File: src/design/rd32_pkg.sv
// ----------------------------------------------------------------------------
// rd32_pkg
// Shared operation codes and the control word that travels with each
// division along the cell chain.
// ----------------------------------------------------------------------------
package rd32_pkg;

  localparam logic [1:0] KIND_UDIV = 2'd0;
  localparam logic [1:0] KIND_UREM = 2'd1;
  localparam logic [1:0] KIND_SDIV = 2'd2;
  localparam logic [1:0] KIND_SREM = 2'd3;

  // widest result the block ever reports
  localparam int unsigned RESULT_BITS_MAX = 32;

  typedef struct packed {
    logic valid;
    logic is_rem;
    logic neg_res;
  } ctl_t;

endpackage

File: src/design/rd32_cell.sv
// ----------------------------------------------------------------------------
// rd32_cell
// One restoring division step: shifts the next dividend bit into the
// partial remainder, makes the trial subtraction and shifts the quotient
// bit into the low end of the dividend/quotient word.
// ----------------------------------------------------------------------------
module rd32_cell #(
  parameter int unsigned WIDTH = 32
) (
  input  logic               clk,
  input  logic               rst_n,
  input  rd32_pkg::ctl_t     in_ctl,
  input  logic [WIDTH-1:0]   in_rem,
  input  logic [WIDTH-1:0]   in_nq,
  input  logic [WIDTH-1:0]   in_div,
  output rd32_pkg::ctl_t     out_ctl,
  output logic [WIDTH-1:0]   out_rem,
  output logic [WIDTH-1:0]   out_nq,
  output logic [WIDTH-1:0]   out_div
);

  import rd32_pkg::*;

  ctl_t             ctl_r;
  logic [WIDTH-1:0] rem_r;
  logic [WIDTH-1:0] nq_r;
  logic [WIDTH-1:0] div_r;

  logic [WIDTH:0]   trial;
  logic [WIDTH+1:0] diff;
  logic             take;
  logic [WIDTH-1:0] rem_nxt;
  logic [WIDTH-1:0] nq_nxt;

  always_comb begin
    trial   = {in_rem, in_nq[WIDTH-1]};
    diff    = {1'b0, trial} - {2'b00, in_div};
    take    = ~diff[WIDTH+1];
    rem_nxt = take ? diff[WIDTH-1:0] : trial[WIDTH-1:0];
    nq_nxt  = {in_nq[WIDTH-2:0], take};
  end

  always_ff @(posedge clk) begin
    if (!rst_n) begin
      ctl_r <= '0;
    end else begin
      ctl_r <= in_ctl;
    end
  end

  always_ff @(posedge clk) begin
    rem_r <= rem_nxt;
    nq_r  <= nq_nxt;
    div_r <= in_div;
  end

  assign out_ctl = ctl_r;
  assign out_rem = rem_r;
  assign out_nq  = nq_r;
  assign out_div = div_r;

endmodule

File: config.mk
export PLATFORM = sky130hd
export DESIGN_NAME = rd32_cell
export DESIGN_NICKNAME = d
export VERILOG_FILES = /design/src/design/rd32_pkg.sv /design/src/design/rd32_cell.sv
export SDC_FILE = /design/constraint.sdc
export NUM_CORES = 1
export LEC_CHECK = 0
export BUFFER_PORTS_ARGS = -buffer_cell sky130_fd_sc_hd__buf_2
export CORE_MARGIN = 4
export CORE_UTILIZATION = 47
export CTS_CLUSTER_DIAMETER = 100
export CTS_CLUSTER_SIZE = 14
export DETAILED_ROUTE_END_ITERATION = 6
export GPL_TIMING_DRIVEN = 1
export HOLD_SLACK_MARGIN = 0.1
export PLACE_DENSITY_LB_ADDON = 0.2
export SKIP_LAST_GASP = 1
export SLEW_MARGIN = 20
export SYNTH_ARGS = -nofsm -noshare
export SYNTH_HDL_FRONTEND = slang
export SYNTH_SLANG_ARGS = --single-unit
File: constraint.sdc
create_clock -name clk -period 4.7 [get_ports clk]
set_clock_uncertainty 0.05 [all_clocks]
set_input_delay 1.41 -clock clk [delete_from_list [all_inputs] [get_ports clk]]
set_output_delay 1.41 -clock clk [all_outputs]
set_load 0.1 [all_outputs]
After elaboration in Yosys (flattened, before gate mapping)
Index checks and enable logic that the tools add are counted.
Operators by class
  bitwise operators: 1
  add/subtract/negate cells: 1
  mux-type cells: 1
Operator list (count)
  subtractor 33 x 32 -> 34 bit: 1
  2-to-1 mux 32 bit: 1
  inverter 1 bit: 1
Storage, ports and cells
  bits in registers: 99
  word-level logic and storage cells: 9

Depth between registers and ports, before layout
  depth in word-level cells: 2
  gate-level depth with buffers: 12

Least setup slack after synthesis
Ideal clock, no wire load.
  path type: input to register
  from: input in_nq[31]
  to: register rem_r[28] (netlist: out_rem[28])
  stages on the path: 12
  slack: 0.719 ns
  arrival: 3.810 ns
  path through: inv_1 ha_1 inv_1 fa_1 a211oi_1 o211a_1 o31ai_1 o41a_1 a41oi_1 o21ai_0 a21boi_0 mux2_4
Between the ends
  longest elaborated chain between the ends: 2
RTL lines
  start: declaration: line rd32_cell.sv:14  | input logic [WIDTH-1:0] in_nq,
  subtractor 33 x 32 -> 34 bit: line rd32_cell.sv:37  | diff = {1'b0, trial} - {2'b00, in_div};
  2-to-1 mux 32 bit: line rd32_cell.sv:39  | rem_nxt = take ? diff[WIDTH-1:0] : trial[WIDTH-1:0];
  via rem_nxt[28]: line rd32_cell.sv:32  | logic [WIDTH-1:0] rem_nxt;
  end signal: assignment: line rd32_cell.sv:52  | rem_r <= rem_nxt;
  end: declaration: line rd32_cell.sv:25  | logic [WIDTH-1:0] rem_r;
The timed path passes the listed nets, and every way through them passes these cells.
A chain may end at the register's enable or synchronous reset.

Worst setup path in the final report
Same ends and word-level chain as after synthesis.

==> summary.md <==
| Metric | Value |
|---|---|
| Final hold vios | `0` |
| Clock transition at path regs | `around 0.10 ns` |
| Share of cells above drive strength 1 | `between 30% and 40%` |
| Resize count post-CTS | `0` |
| # setup viols final | `0` |
| DIE WIDTH | `approximately 100 um` |
| Routed length per instance | `roughly 15 um` |
| Slew HR | `~65%` |
| Clk sinks | `between 90 and 100` |
| Dpl ws | `0.300 ns` |
| Gate Count Post-Synth | `423` |
| Die ar. | `between 0.01 and 0.015 mm^2` |
| Hold Crit Class | `primary input to flip-flop` |
| RSZ-0062 raised after global routing | `false` |
| Distinct cells, synth | `53` |
| Worst path max stage delay | `~0.46 ns` |
| Worst slew pin tran | `around 0.52 ns` |
| Post-synthesis adder-cell area fraction | `9.54%` |
| Clock buffer depth | `2` |
| Syn nets | `557` |
| Area after DPL | `0.00549 mm^2` |
| Synth Area in Compound Gates | `between 15 and 20%` |
| Async S/R FF share, synth | `0%` |
| Postcts setup bufs | `0` |
| Maxcap violations | `0` |
| Run status | `complete, no violations` |
| Crit-path cells | `buf_2 -> inv_1 -> ha_1 -> inv_1 -> fa_1 -> a211oi_1 -> o211a_1 -> o31ai_1 -> o41a_1 -> a41oi_1 -> o21ai_0 -> a21boi_0 -> mux2_4` |
| Post-Synth Simple-Gate Area | `9.48%` |
| Synth Area per Inst | `between 10 and 15 um^2` |
| Setup ws final | `around 0.66 ns` |
| Largest family of logic cells by synthesized area | `compound AO/OA/AOI/OAI gates` |
| Crit. Startpoint | `in_nq[31]` |
| Mux share of post-synthesis cell area | `between 10% and 20%` |
| PwrDens | `approximately 480 mW/mm^2` |
| CP max-delay cell | `o41a_1` |
| Worst hold path startpoint | `in_nq[28]` |
| Synthesis-stage register bit count | `between 90 and 100` |
| Final antenna-violating net count | `0` |
| Top FF cell, synth | `dfxtp_1` |
| H-tree Lvls | `3` |
| Wirelength, routed | `11,100 um` |
| Drt first pass iters | `4` |
| Critical path data required time | `just under 5 ns` |
| Vias/cell | `between 5 and 6` |
| Setup Total Neg Slack | `0 ns` |
| # DRC | `0` |
| Area Overhead vs Synth | `29.4%` |
| Largest net degree at the start of global routing | `21` |
| Synth warn | `0` |
| Post-Syn Area | `~0.0044 mm^2` |
| Detailed-route via count | `around 3,700` |
| # diodes | `0` |
| Worst EP arrival | `around 4.3 ns` |
| GR Util All Layers | `between 20% and 30%` |
| Initial antenna violation count | `1` |
| Final instance area | `0.00570 mm^2` |
| Fin nets | `between 700 and 800` |
| Share of the yosys chip area belonging to registers | `approximately 45%` |
| Tot Pwr | `2.73 mW` |
| Fin crit share | `around 86%` |
| Worst path most repeated cell | `inv_1` |
| Num CTS Buffers | `9` |
| EDFF count, synth | `0` |
| Layout fillers | `~800` |
| Rows | `35` |
| Global-route wire length before repair | `between 15,000 and 20,000 um` |
| Final slew viol count | `0` |
| Placer Congestion | `around 0.85` |
| GR Overflow Total | `0` |
| CTS tree | `done` |
| HPWL Detailed | `a little over 9000 um` |
| Crit path launch type | `primary input` |
| Initial core utilization | `47.9%` |
| Max Freq | `between 200 and 250 MHz` |
| Root Driver | `clkbuf_8` |
| Drt first-iter violations | `between 100 and 150` |
| Leakage Power | `between 2 and 3 nW` |
| Input/output buffers | `199` |
| CP Capture Type | `flip-flop` |
| Placeable Area | `roughly 0.009 mm^2` |
| Critical Path Fanout Max | `4` |
| Io pins | `200` |
| Vias in the first global route | `between 3,000 and 4,000` |
| Worst VDD drop | `0.000231 V` |
| Crit Path Class | `primary input to flip-flop` |
| Min cycle time layout | `about 4.0 ns` |
| Hold buffer count at cts | `0` |
| XOR/XNOR share of the synthesized area | `4.77%` |
| Die height | `between 100 and 150 um` |
==> cells in the mapped netlist (2+ instances only) <==
cell type / count / share of area [%]
nor2b_1: 3 / 0.43
dfxtp_1: 99 / 45
buf_6: 6 / 1.5
nor3_1: 6 / 0.68
o21bai_1: 3 / 0.51
a41oi_1: 2 / 0.40
mux2_2: 2 / 0.51
and2_1: 4 / 0.57
a211oi_1: 5 / 0.85
o211ai_1: 4 / 0.68
nor2_1: 16 / 1.4
a31oi_1: 3 / 0.43
nand2_1: 23 / 2.0
o31ai_1: 5 / 0.85
a21oi_1: 32 / 3.6
xnor2_1: 17 / 3.4
mux2_4: 25 / 8.5
o21a_1: 6 / 1.0
a21boi_0: 2 / 0.34
nand4_1: 6 / 0.85
ha_1: 32 / 9.1
nand3_1: 5 / 0.57
xor2_1: 7 / 1.4
nand2b_1: 4 / 0.57
or3_1: 3 / 0.43
inv_1: 41 / 3.5
o21ai_0: 17 / 1.9
and3_1: 6 / 0.85
or2_2: 3 / 0.43
mux2i_1: 6 / 1.4
and4_1: 2 / 0.40
a21o_1: 7 / 1.2
==> critical path: cells and delay by family <==
family / cells / cell delay (ns)
mux: 1 / 0.26
compound gates: 7 / 1.76
buf+inv: 3 / 0.22
fa+ha+maj: 2 / 0.60
==> cells in the final DEF (no fill, tap or decap), drive strengths merged, types with 5 or more instances in the layout <==
master | synthesis | routed
o31ai | 5 | 5
a21oi | 33 | 33
xnor2 | 17 | 17
nor3 | 6 | 6
a21o | 7 | 7
o21ai | 18 | 18
and3 | 6 | 6
buf | 8 | 202
clkbuf | 0 | 9
inv | 41 | 44
nand2 | 23 | 23
nand4 | 6 | 6
a211oi | 5 | 5
dfxtp | 99 | 99
o21a | 6 | 6
mux2 | 27 | 27
mux2i | 6 | 6
nor2 | 16 | 16
xor2 | 7 | 7
nand3 | 5 | 5
ha | 32 | 32
==> routing by layer <==
metal,track usage (%),up-vias,part of all wire [%]
met4,5.90,2,1.5
met1,21.9,1688,40
met5,0,-,0.12
met2,37.6,139,51
met3,6.24,17,7.2
li1,-,1896,-
==> state kept, by name (all words and copies together), names as in the netlist <==
name,cells
out_ctl,3
out_div,32
out_nq,32
out_rem,32
==> where the power goes <==
| part | switching (mW) | total [mW] | internal, mW | leakage, nW |
|---|---|---|---|---|
| combinational | 0.920 | 1.20 | 0.281 | 2.00 |
| sequential | 0.0206 | 0.951 | 0.931 | 0.835 |
| clock | 0.323 | 0.583 | 0.260 | 0.109 |
==> cells by family after synthesis <==
group,count (synthesis)
AO/OA/AOI/OAI,102
XOR/XNOR,24
AND/OR/NAND/NOR,83
flip-flops,99
adder cells (fa/ha/maj),33
buffers and inverters,49
multiplexers,33
==> metrics by stage <==
stage / hold slack (ns) / utilization [%] / instances
global placement: 1.46 / 59.6 / 728
CTS: 1.07 / 62.0 / 744
global route: 1.06 / 62.0 / 744
detailed placement: 1.46 / 59.6 / 728
floorplan: 1.39 / - / 423
finish: 1.09 / 62.0 / 744
==> path summary, 6_finish.rpt <==
check	slack, ns	to	cells past startpoint
worst max-delay path	0.66	out_rem[28]	13
worst min-delay path	1.09	out_nq[29]	1
==> layout make-up <==
class | count | area, um^2 | share of cell area [%]
multi-input cells | 275 | 2190 | 38.4
flip-flops and latches | 99 | 1980 | 34.8
repair buffers | 202 | 1020 | 17.9
inverters | 41 | 154 | 2.70
well taps | 111 | 139 | 2.44
clock buffers | 9 | 124 | 2.17
clock inverters | 7 | 92.6 | 1.62
No activity file was read; power rests on OpenSTA's default activity.
