--- config.mk ---
export PLATFORM = sky130hd
export DESIGN_NAME = rd32_post
export DESIGN_NICKNAME = d
export VERILOG_FILES = /design/src/design/rd32_pkg.sv /design/src/design/rd32_post.sv
export SDC_FILE = /design/constraint.sdc
export NUM_CORES = 1
export LEC_CHECK = 0
export ABC_AREA = 1
export BUFFER_PORTS_ARGS = -buffer_cell sky130_fd_sc_hd__buf_2
export CELL_PAD_IN_SITES_DETAIL_PLACEMENT = 2
export CELL_PAD_IN_SITES_GLOBAL_PLACEMENT = 2
export CORE_MARGIN = 1
export CORE_UTILIZATION = 25
export CTS_BUF_LIST = sky130_fd_sc_hd__clkbuf_2
export DETAILED_ROUTE_END_ITERATION = 16
export GPL_TIMING_DRIVEN = 0
export PLACE_DENSITY_LB_ADDON = 0.15
export SYNTH_ARGS = -nofsm -noshare
export SYNTH_HDL_FRONTEND = slang
export SYNTH_SLANG_ARGS = --single-unit
--- constraint.sdc ---
create_clock -name clk -period 2 [get_ports clk]
set_input_delay 0.1 -clock clk [delete_from_list [all_inputs] [get_ports clk]]
set_output_delay 0.1 -clock clk [all_outputs]
set_load 0.005 [all_outputs]
--- src/design/rd32_pkg.sv ---
// ----------------------------------------------------------------------------
// rd32_pkg
// Shared operation codes and the control word that travels with each
// division along the cell chain.
// ----------------------------------------------------------------------------
package rd32_pkg;

  localparam logic [1:0] KIND_UDIV = 2'd0;
  localparam logic [1:0] KIND_UREM = 2'd1;
  localparam logic [1:0] KIND_SDIV = 2'd2;
  localparam logic [1:0] KIND_SREM = 2'd3;

  // widest result the block ever reports
  localparam int unsigned RESULT_BITS_MAX = 32;

  typedef struct packed {
    logic valid;
    logic is_rem;
    logic neg_res;
  } ctl_t;

endpackage

--- src/design/rd32_post.sv ---
// ----------------------------------------------------------------------------
// rd32_post
// Picks quotient or remainder, reapplies the sign and registers the
// result word with its strobe.
// ----------------------------------------------------------------------------
module rd32_post #(
  parameter int unsigned WIDTH = 32
) (
  input  logic               clk,
  input  logic               rst_n,
  input  rd32_pkg::ctl_t     in_ctl,
  input  logic [WIDTH-1:0]   in_rem,
  input  logic [WIDTH-1:0]   in_quo,
  output logic               out_valid,
  output logic [WIDTH-1:0]   out_result
);

  import rd32_pkg::*;

  logic             valid_r;
  logic [WIDTH-1:0] result_r;
  logic [WIDTH-1:0] sel;
  logic [WIDTH-1:0] signed_res;
  logic [WIDTH-1:0] res_mask;
  logic [WIDTH-1:0] result_nxt;

  // results are reported on at most the low 32 bits
  for (genvar i = 0; i < WIDTH; i++) begin : g_mask
    assign res_mask[i] = (i < RESULT_BITS_MAX);
  end

  always_comb begin
    sel        = in_ctl.is_rem ? in_rem : in_quo;
    signed_res = in_ctl.neg_res ? ('0 - sel) : sel;
    result_nxt = signed_res & res_mask;
  end

  always_ff @(posedge clk) begin
    if (!rst_n) begin
      valid_r <= 1'b0;
    end else begin
      valid_r <= in_ctl.valid;
    end
  end

  always_ff @(posedge clk) begin
    result_r <= result_nxt;
  end

  assign out_valid  = valid_r;
  assign out_result = result_r;

endmodule

=== Word-level counts from Yosys, hierarchy flattened ===
Cells that the tools add are included.

* Add/subtract/negate cells: 1
* Multiplexer cells: 2

{| class="wikitable"
|+ Operators by type and width
! cell !! count
|-
| 32-bit two-way mux || 2
|-
| 1-bit by 32-bit subtractor with 32-bit output, first input constant || 1
|}

* Input bits: 69
* Output and inout port bits: 33
* Register bits after elaboration: 33

=== Depth between registers and ports, before layout ===
Gate-level depths: netlist of the first run.

* Depth in word-level cells: 3
* Mapped depth: 16

=== Least setup slack after synthesis of the first run ===
OpenSTA, ideal clock, no wires.

* Path kind: in2reg
* Start: input in_ctl[1] (netlist bit)
* End: register result_r[24], in the netlist out_result[24]
* Data arrival time: 1.391 ns
* Buffers on the path: 2
* Setup slack: 0.500 ns
* Setup time: 0.109 ns
* Cell stages on the path: 15
* Path through: buf_6 > buf_6 > nand2_1 > nand2_1 > inv_1 > ha_1 > nand3_1 > nor2_1 > nand2_2 > nor2_2 > nand2_1 > nand2_1 > nand2_1 > nand2_1 > inv_1

* Cells in the longest elaborated chain, start to end: 3

{| class="wikitable"
|+ Ends and longest elaborated chain
! item !! RTL line !! source
|-
| start, declared || rd32_post.sv:11 || <nowiki>input rd32_pkg::ctl_t in_ctl,</nowiki>
|-
| 32-bit two-way mux * || rd32_post.sv:33 || <nowiki>sel = in_ctl.is_rem ? in_rem : in_quo;</nowiki>
|-
| 1-bit by 32-bit subtractor with 32-bit output || rd32_post.sv:34 || <nowiki>signed_res = in_ctl.neg_res ? ('0 - sel) : sel;</nowiki>
|-
| 32-bit two-way mux * || rd32_post.sv:34 ||
|-
| named net result_nxt[24] || rd32_post.sv:25 || <nowiki>logic [WIDTH-1:0] result_nxt;</nowiki>
|-
| end signal, assigned || rd32_post.sv:47 || <nowiki>result_r <= result_nxt;</nowiki>
|-
| end, declared || rd32_post.sv:21 || <nowiki>logic [WIDTH-1:0] result_r;</nowiki>
|}

The timed path passes the listed nets; every way through them passes the cells marked *.
A chain may end at the register's enable or synchronous reset.

=== Final worst setup path of the first run ===
* Start: input in_quo[0]
* End: register result_r[24], in the netlist out_result[24]

* Cells in the longest elaborated chain, start to end: 3

{| class="wikitable"
|+ Ends and longest elaborated chain
! item !! RTL line !! source
|-
| start, declared || rd32_post.sv:13 || <nowiki>input logic [WIDTH-1:0] in_quo,</nowiki>
|-
| 32-bit two-way mux || rd32_post.sv:33 ||
|-
| 1-bit by 32-bit subtractor with 32-bit output || rd32_post.sv:34 ||
|-
| 32-bit two-way mux || rd32_post.sv:34 ||
|-
| named net result_nxt[24] || rd32_post.sv:25 ||
|}

The timed path passes the listed nets, and every way through them passes these cells.

==> results.cfg, run 1 <==
[worst_setup_path]
crit_type = in2reg
crit_path_end_kind = register
critPathRequiredTime_ns = 2.37
start_kind = primary input
cp.arrival_ns = 2.14
cp_max_fo = 5

[place]
dpl_worst_slack_ns = 0.0885
place.gp.congestion = 0.789
port_buffers = 100
dp_hpwl_um = 8490
placed_area_um2 = 3380

[synthesis]
syn_inst = 477
syn_nets = 547
synth-seq-cells = 33
synthesis.area_um2 = 2710
yosys_warnings = 0
synth-seq-area-share_pct = 24.4
avgSynthCellArea_um2 = 5.68
ys_types = 32

[floorplan]
fp.dieH_um = 106
floorplan.core_area_um2 = 10400
die_area_um2 = 11300
start_util_pct = 26.0
ios = 102
rows = 37
fp.dieW_um = 106

[detailed_routing]
drc = 0
drt_iter0_markers = 68
wl_per_cell_um = 14.0
ant_nets = 0
via_per_inst = 4.31
first_pass_iters = 4
wl_um = 10300
vias = 3161

[global_routing]
grt_pass1_vias = 3465
top_usage_layer = met2
grt_overflow = 0
grt_use_met1_pct = 24.7
grtUsageMet3_pct = 2.64
grtUsageMet2_pct = 34.8
grt_max_degree = 12
grt_first_pass_wirelength_um = 17000
antenna_found_initial = 0
gr-usage-all-layers_pct = 19.6

[pwr]
combPwrFrac_pct = 36.0
internal_power_mw = 1.08
power_density_nw_per_um2 = 489
power_mw = 1.74
irDropWorstVdd_mv = 0.193
p_seq_share_pct = 43.7
power.leakage_nw = 2.09
clkPwrFrac_pct = 20.3
p_switching_mw = 0.662
switching_share_pct = 38.1

[hold_path]
hold_path_class = in2reg
hold-path-cell-count = 5

[cts]
cts-root-buf = clkbuf_2
cts_made_buffers = 5
cts_buffer_depth = 2
cts_tree = yes
clk_pin_slew_ns = 0.21
htree_levels = 2
cts_resized = 0
cts.sinks = 33

[timing]
rsz0062_at_grt = false
setup_ws_ns = 0.231
post-route-period-util_pct = 88.5
period_minus_slack_ns = 1.77
finalMaxSlewViolations = 0
hold_viol = 0
worst_pin_slew_ns = 0.641
holdWs_ns = 0.0396
finalSetupViolations = 0
fmax_mhz = 565
finalSetupTns_ns = 0
max_slew_margin_pct = 57.3

[final_layout]
regArea_um2 = 661
final_common_cell = nand2_1
syn_to_final_growth_pct = 31.1
n_fill_cell = 1388
final_cell_mix = nand2_1, buf_2, inv_1
finalNetCount = 667
multi_input_area_um2 = 1620
fin_area_um2 = 3550
drive_gt1_share_pct = 27.3
diodes = 0

[status]
status = completed

[job]
maxCapViolations = 0
## logic make-up (layout without fill, tap and decap cells)
| family | after synthesis | in the layout | synth area share, % |
|---|---|---|---|
| adder cells (fa/ha/maj) | 1 | 1 | 0.461 |
| AO/OA/AOI/OAI | 19 | 19 | 3.74 |
| flip-flops | 33 | 33 | 24.4 |
| AND/OR/NAND/NOR | 311 | 311 | 49.7 |
| XOR/XNOR | 17 | 17 | 5.77 |
| buffers and inverters | 96 | 217 | 16.0 |
## stage by stage
step           utilization (%)  instances
3_3_place_gp              32.5        713
4_1_cts                   34.1        734
5_1_grt                   34.1        734
3_5_place_dp              32.5        713
6_report                  34.1        734
2_1_floorplan                -        477
## per-layer routing
metal	vias up	share of wire [%]	wire length, um
li1	1627	-	-
met1	1457	47	4820
met2	71	48	4930
met3	6	3.8	387
met4	0	1.2	118
met5	-	0	0
## critical path: stages
cell           delay, ns
dlygate4sd3_1       0.53
buf_2               0.12
nand2_1             0.05
nand2_1             0.08
inv_1               0.09
ha_1                0.22
nand3_1             0.10
nor2_1              0.23
nand2_2             0.17
nor2_2              0.17
nand2_1             0.09
nand2_1             0.06
nand2_1             0.05
nand2_1             0.05
inv_1               0.04
## synth_stat cells
cell type / n / area, um^2
nand2_4: 5 / 56.3
nor2_1: 44 / 165
nor2_2: 6 / 37.5
a21oi_1: 3 / 15.0
dfxtp_1: 33 / 661
inv_2: 5 / 18.8
nor2_4: 3 / 33.8
o211ai_1: 1 / 7.51
buf_6: 5 / 56.3
and2_1: 1 / 6.26
nand2_1: 207 / 777
nand3_2: 1 / 10.0
o21ai_1: 4 / 20.0
o21ai_2: 1 / 8.76
clkbuf_1: 2 / 7.51
nand4_1: 4 / 25.0
clkinv_1: 2 / 7.51
inv_1: 76 / 285
or2_2: 1 / 6.26
xnor2_2: 1 / 16.3
xnor2_1: 1 / 8.76
ha_1: 1 / 12.5
xor2_1: 15 / 131
nor3_1: 2 / 10.0
o21ai_0: 10 / 50.1
nand3b_1: 3 / 22.5
inv_8: 1 / 11.3
nand2_2: 21 / 131
buf_2: 1 / 5.00
buf_12: 1 / 20.0
nand3_1: 13 / 65.1
buf_4: 3 / 22.5
## registers in the layout, summed over array words and instances (netlist names)
name        count
out_valid       1
out_result     32
## worst paths after layout
| path | start | endpoint | slack, ns |
|---|---|---|---|
| worst min-delay path | in_rem[8] | out_result[8] | 0.04 |
| worst max-delay path | in_quo[0] | out_result[24] | 0.23 |
## power by group through the flow
stage	logic, mW	clock network, mW	registers [mW]
6_report	0.626	0.353	0.759
5_1_grt	0.711	0.401	0.769
4_1_cts	0.638	0.379	0.762
3_5_place_dp	0.614	0	0.774
3_3_place_gp	0.595	0	0.772
2_1_floorplan	0.340	0	0.784
## area by class of cell
cell class / instances / area share [%]
repair buffers: 113 / 17.7
plain buffers: 12 / 3.13
clock buffers: 5 / 0.704
clock inverters: 3 / 0.493
well taps: 136 / 4.79
flip-flops and latches: 33 / 18.6
inverters: 84 / 9.08
multi-input cells: 348 / 45.5
## timing repair
item,in CTS,in global routing
hold buffers,13,0
endpoints found under the hold margin,9,0
buffers inserted,0,0
(Power assumes the default switching activity.)
==> run 2: changes to the inputs <==
--- a/config.mk
+++ b/config.mk
@@ -13,7 +13,6 @@
 export CORE_UTILIZATION = 25
 export CTS_BUF_LIST = sky130_fd_sc_hd__clkbuf_2
 export DETAILED_ROUTE_END_ITERATION = 16
-export GPL_TIMING_DRIVEN = 0
 export PLACE_DENSITY_LB_ADDON = 0.15
 export SYNTH_ARGS = -nofsm -noshare
 export SYNTH_HDL_FRONTEND = slang
==> run 2 against run 1 <==
Net effect: critical path depth did not move; die area unchanged; combinational power is essentially flat; power grew 1.3%; maximum frequency down 7.1%; utilization grew 0.20 points; setup slack lost 0.13 ns; sequential share of layout area shrank 0.11 points; largest power group unchanged.
==> results.cfg, run 2 (synthesized netlist as in run 1, its figures left out) <==
[global_routing]
gr-usage-all-layers_pct = 18.7
grt_overflow = 0
antenna_found_initial = 0
grt_max_degree = 32
grt_pass1_vias = 3409
grt_first_pass_wirelength_um = 16500

[worst_setup_path]
cp.arrival_ns = 2.27
cp_max_fo = 4
critPathCapture = out_result[29]
start_kind = primary input
crit_type = in2reg
worstSetupStartpoint = in_quo[16]
crit_path_end_kind = register
critPathRequiredTime_ns = 2.36

[final_layout]
syn_to_final_growth_pct = 31.9
final_cell_mix = nand2_1, buf_2, inv_1
largest_reg_flops = 32
diodes = 0
final_cells = 732
n_fill_cell = 1400
finalNetCount = 665
multi_input_area_um2 = 1650
drive_gt1_share_pct = 28.0
regArea_um2 = 661
final_common_cell = nand2_1
fin_util_pct = 34.3

[floorplan]
ios = 102
rows = 37
floorplan.core_area_um2 = 10400
start_util_pct = 26.0
die_area_um2 = 11300
fp.dieH_um = 106
fp.dieW_um = 106

[timing]
fmax_mhz = 525
rsz0062_at_grt = true
max_slew_margin_pct = 75.1
hold_viol = 0
worst_pin_slew_ns = 0.373
post-route-period-util_pct = 95.2
period_minus_slack_ns = 1.90
finalSetupViolations = 0
finalMaxSlewViolations = 0

[detailed_routing]
drt_iter0_markers = 61
vias = 3193
ant_nets = 0
wl_per_cell_um = 13.5
first_pass_iters = 4
drc = 0
wl_um = 9860
via_per_inst = 4.36

[cts]
clk_pin_slew_ns = 0.26
cts-root-buf = clkbuf_2
cts_made_buffers = 5
htree_levels = 2
cts_buffer_depth = 2
cts_tree = yes
cts.sinks = 33

[place]
port_buffers = 101
placed_cells = 708
dp_hpwl_um = 7990
place.gp.congestion = 0.853

[job]
maxCapViolations = 0

[pwr]
irDropWorstVdd_mv = 0.189
power_mw = 1.76
power.leakage_nw = 2.09
power_density_nw_per_um2 = 493

[hold_path]
hold_path_class = in2reg

[status]
status = completed
run 2: changes by cell type in the layout (fill, tap and decap cells not counted), sizes merged:
cell and delta:
buf -2, clkbuf -2, dlygate4sd3 +2
run 2: timing repair:
item / 4_1_cts / 5_1_grt
buffers inserted: 0 / 1
hold buffers: 15 / 0
endpoints found under the hold margin: 9 / 0
resized for setup: 0 / 9
endpoints found under the setup margin: 0 / 5
run 2: how the worst min path moves through the flow:
stage               cells past startpoint  slack, ns        endpoint  startpoint
finish                                  5       0.02  out_result[19]  in_quo[19]
global route                            5       0.02  out_result[19]  in_rem[19]
CTS                                     6      0.004  out_result[30]  in_quo[30]
detailed placement                      3       0.29       out_valid   in_ctl[2]
global placement                        3       0.28       out_valid   in_ctl[2]
floorplan                               2       0.19       out_valid   in_ctl[2]
run 2: per-stage QoR:
stage	instance area, um^2	TNS (ns)	setup WS (ns)	hold WS [ns]
floorplan	2710	0	0.500	0.193
global placement	3350	0	0.156	0.283
detailed placement	3350	0	0.140	0.291
CTS	3540	0	0.0983	0.00357
global route	3580	-0.00865	-0.00749	0.0227
finish	3580	0	0.0958	0.0158
run 2: cell type report:
class                   instances  area share [%]
well taps                     136            4.76
inverters                      84            9.03
multi-input cells             348            46.0
repair buffers                123            20.5
clock inverters                 3           0.490
flip-flops and latches         33            18.5
clock buffers                   5           0.700
run 2: power by group:
part	total (mW)	internal [mW]	leakage, nW	switching [mW]
clock	0.376	0.0814	0.0287	0.294
sequential	0.762	0.739	0.278	0.0237
combinational	0.623	0.259	1.79	0.364
total	1.76	1.08	2.09	0.682
run 2: layer usage:
layer  vias up  wire length [um]  global-route usage (%)  share of wire, %
li1       1628                 -                       -                 -
met2        72              4730                    32.6                48
met4         0               205                    6.45               2.1
met3        11               319                    2.94               3.2
met5         -                 0                       0                 0
met1      1482              4600                    23.3                47
run 2: critical path: stages:
cell and delay (ns):
dlygate4sd3_1 0.54, buf_2 0.13, nand2_2 0.06, nand2_2 0.05, dlygate4sd3_1 0.56, inv_2 0.11, nand2_1 0.10, nor2_2 0.12
nand2_1 0.08, nor2_1 0.11, nand2_1 0.11, nand2_1 0.08, nand2_1 0.05, nand2_1 0.05, inv_1 0.03
==> run 3: changes to the inputs <==
--- a/config.mk
+++ b/config.mk
@@ -13,7 +13,7 @@
 export CORE_UTILIZATION = 25
 export CTS_BUF_LIST = sky130_fd_sc_hd__clkbuf_2
 export DETAILED_ROUTE_END_ITERATION = 16
-export PLACE_DENSITY_LB_ADDON = 0.15
+export PLACE_DENSITY = 0.94
 export SYNTH_ARGS = -nofsm -noshare
 export SYNTH_HDL_FRONTEND = slang
 export SYNTH_SLANG_ARGS = --single-unit
==> run 3 against run 2 <==
Net effect: via count rose by 1.9%; global-route usage rose by 1.6 points; sequential power barely moved; combinational power barely moved; die area did not move; utilization fell by 1.0 points; worst hold slack got worse by 0.0082 ns; sequential share of layout area rose by 0.57 points; clock-buffer cell count did not move; first-iteration DRC count rose by 82%; critical endpoint is now out_result[24]; largest cell class unchanged; largest power group unchanged; highest routed layer unchanged.
==> results.cfg, run 3 (synthesized netlist as in run 1, its figures left out) <==
[detailed_routing]
ant_nets = 0
drt_iter0_markers = 111
first_pass_iters = 4
via_per_inst = 4.52
wl_per_cell_um = 15.2
vias = 3254
drc = 0
wl_um = 10900

[final_layout]
final_cell_mix = nand2_1, buf_2, inv_1
largest_reg_flops = 32
final_cells = 720
n_fill_cell = 1364
regArea_um2 = 661
finalNetCount = 653
final_common_cell = nand2_1
diodes = 0
multi_input_area_um2 = 1620
drive_gt1_share_pct = 27.4
syn_to_final_growth_pct = 27.9

[cts]
cts_tree = yes
htree_levels = 2
post_cts_buffers = 0
clk_pin_slew_ns = 0.23
cts.sinks = 33
cts-root-buf = clkbuf_2
cts_made_buffers = 5
cts_buffer_depth = 2

[floorplan]
start_util_pct = 26.0
fp.dieW_um = 106
floorplan.core_area_um2 = 10400
fp.dieH_um = 106
ios = 102
die_area_um2 = 11300
rows = 37

[place]
port_buffers = 101
dp_hpwl_um = 8800
placed_cells = 707
place.gp.congestion = 0.863

[worst_setup_path]
cp_top_family = simple AND/OR/NAND/NOR gates
start_kind = primary input
cpMostUsedCell = nand2_1
worst-path-buf-inv = 4
cp.arrival_ns = 2.09
worstSetupStartpoint = in_quo[0]
crit_path_end_kind = register
critPathMaxStageDelay_ns = 0.53
crit_type = in2reg
cp_max_fo = 5
critPathRequiredTime_ns = 2.37
crit_path_cell_trace = dlygate4sd3_1, buf_2, nand2_1, nand2_1, inv_1, ha_1, nand3_1, nor2_2, nand2_2, nor2_2, nand2_1, nand2_1, nand2_1, nand2_1, inv_1
cp_slowest_cell = dlygate4sd3_1

[timing]
finalSetupViolations = 0
fmax_mhz = 580
worst_pin_slew_ns = 0.426
rsz0062_at_grt = false
period_minus_slack_ns = 1.72
finalSetupTns_ns = 0
finalMaxSlewViolations = 0
max_slew_margin_pct = 71.3
hold_viol = 0
post-route-period-util_pct = 86.2

[hold_path]
hold-path-cell-count = 4
hold_end = out_result[7]
hp-start = in_quo[7]
hold_path_class = in2reg

[status]
status = completed

[global_routing]
gr-usage-all-layers_pct = 20.4
top_usage_layer = met2
grt_use_met1_pct = 24.0
grtUsageMet2_pct = 36.9
antenna_found_initial = 0
grtUsageMet3_pct = 3.37
grt_overflow = 0
grt_first_pass_wirelength_um = 18100
grt_max_degree = 32
grt_pass1_vias = 3733

[job]
maxCapViolations = 0

[pwr]
power_density_nw_per_um2 = 574
power.leakage_nw = 2.05
irDropWorstVdd_mv = 0.212
## run 3: changes by cell type in the layout (fill, tap and decap cells not counted), sizes merged
cell	change
clkinv	-1
dlygate4sd3	-10
bufinv	+2
clkinvlp	-1
buf	-2
## run 3: what timing repair did
item | 4_1_cts | 5_1_grt
gates resized for setup | 0 | 1
hold buffers | 5 | 0
endpoints found under the hold margin | 3 | 0
setup endpoints to repair | 0 | 1
## run 3: area by class of cell
| class | count | area share, % |
|---|---|---|
| inverter | 84 | 9.31 |
| tap | 136 | 4.91 |
| timing repair buffer | 111 | 17.5 |
| sequential | 33 | 19.0 |
| clock inverter | 3 | 1.88 |
| clock buffer | 5 | 0.721 |
| multi-input combinational | 348 | 46.7 |
## run 3: worst max path at each step
stage               slack (ns)             end  cells past startpoint
detailed placement        0.02  out_result[29]                     14
floorplan                 0.50  out_result[24]                     15
global route              0.08  out_result[24]                     15
CTS                       0.20  out_result[24]                     15
finish                    0.28  out_result[24]                     15
global placement          0.13  out_result[29]                     14
## run 3: through the flow
| stage | power (mW) | setup slack, ns | hold slack (ns) | utilization [%] | area [um^2] |
|---|---|---|---|---|---|
| finish | 1.99 | 0.276 | 0.00753 | 33.3 | 3470 |
| global route | 2.12 | 0.0833 | 0.0149 | 33.3 | 3470 |
| CTS | 2.02 | 0.196 | 0.00347 | 33.3 | 3470 |
| detailed placement | 1.38 | 0.0217 | 0.307 | 31.9 | 3330 |
| global placement | 1.35 | 0.133 | 0.275 | 31.9 | 3330 |
| floorplan | 1.12 | 0.500 | 0.193 | - | 2710 |
## run 3: where the power goes
part | switching (mW) | internal (mW)
clock network | 0.273 | 0.335
registers | 0.0231 | 0.738
logic | 0.385 | 0.237
## run 3: layer usage
| metal | wire length (um) | vias to the layer above | part of all wire [%] |
|---|---|---|---|
| li1 | - | 1605 | - |
| met1 | 4770 | 1552 | 44 |
| met2 | 5450 | 79 | 50 |
| met3 | 451 | 18 | 4.1 |
| met4 | 259 | 0 | 2.4 |
| met5 | 0 | - | 0 |
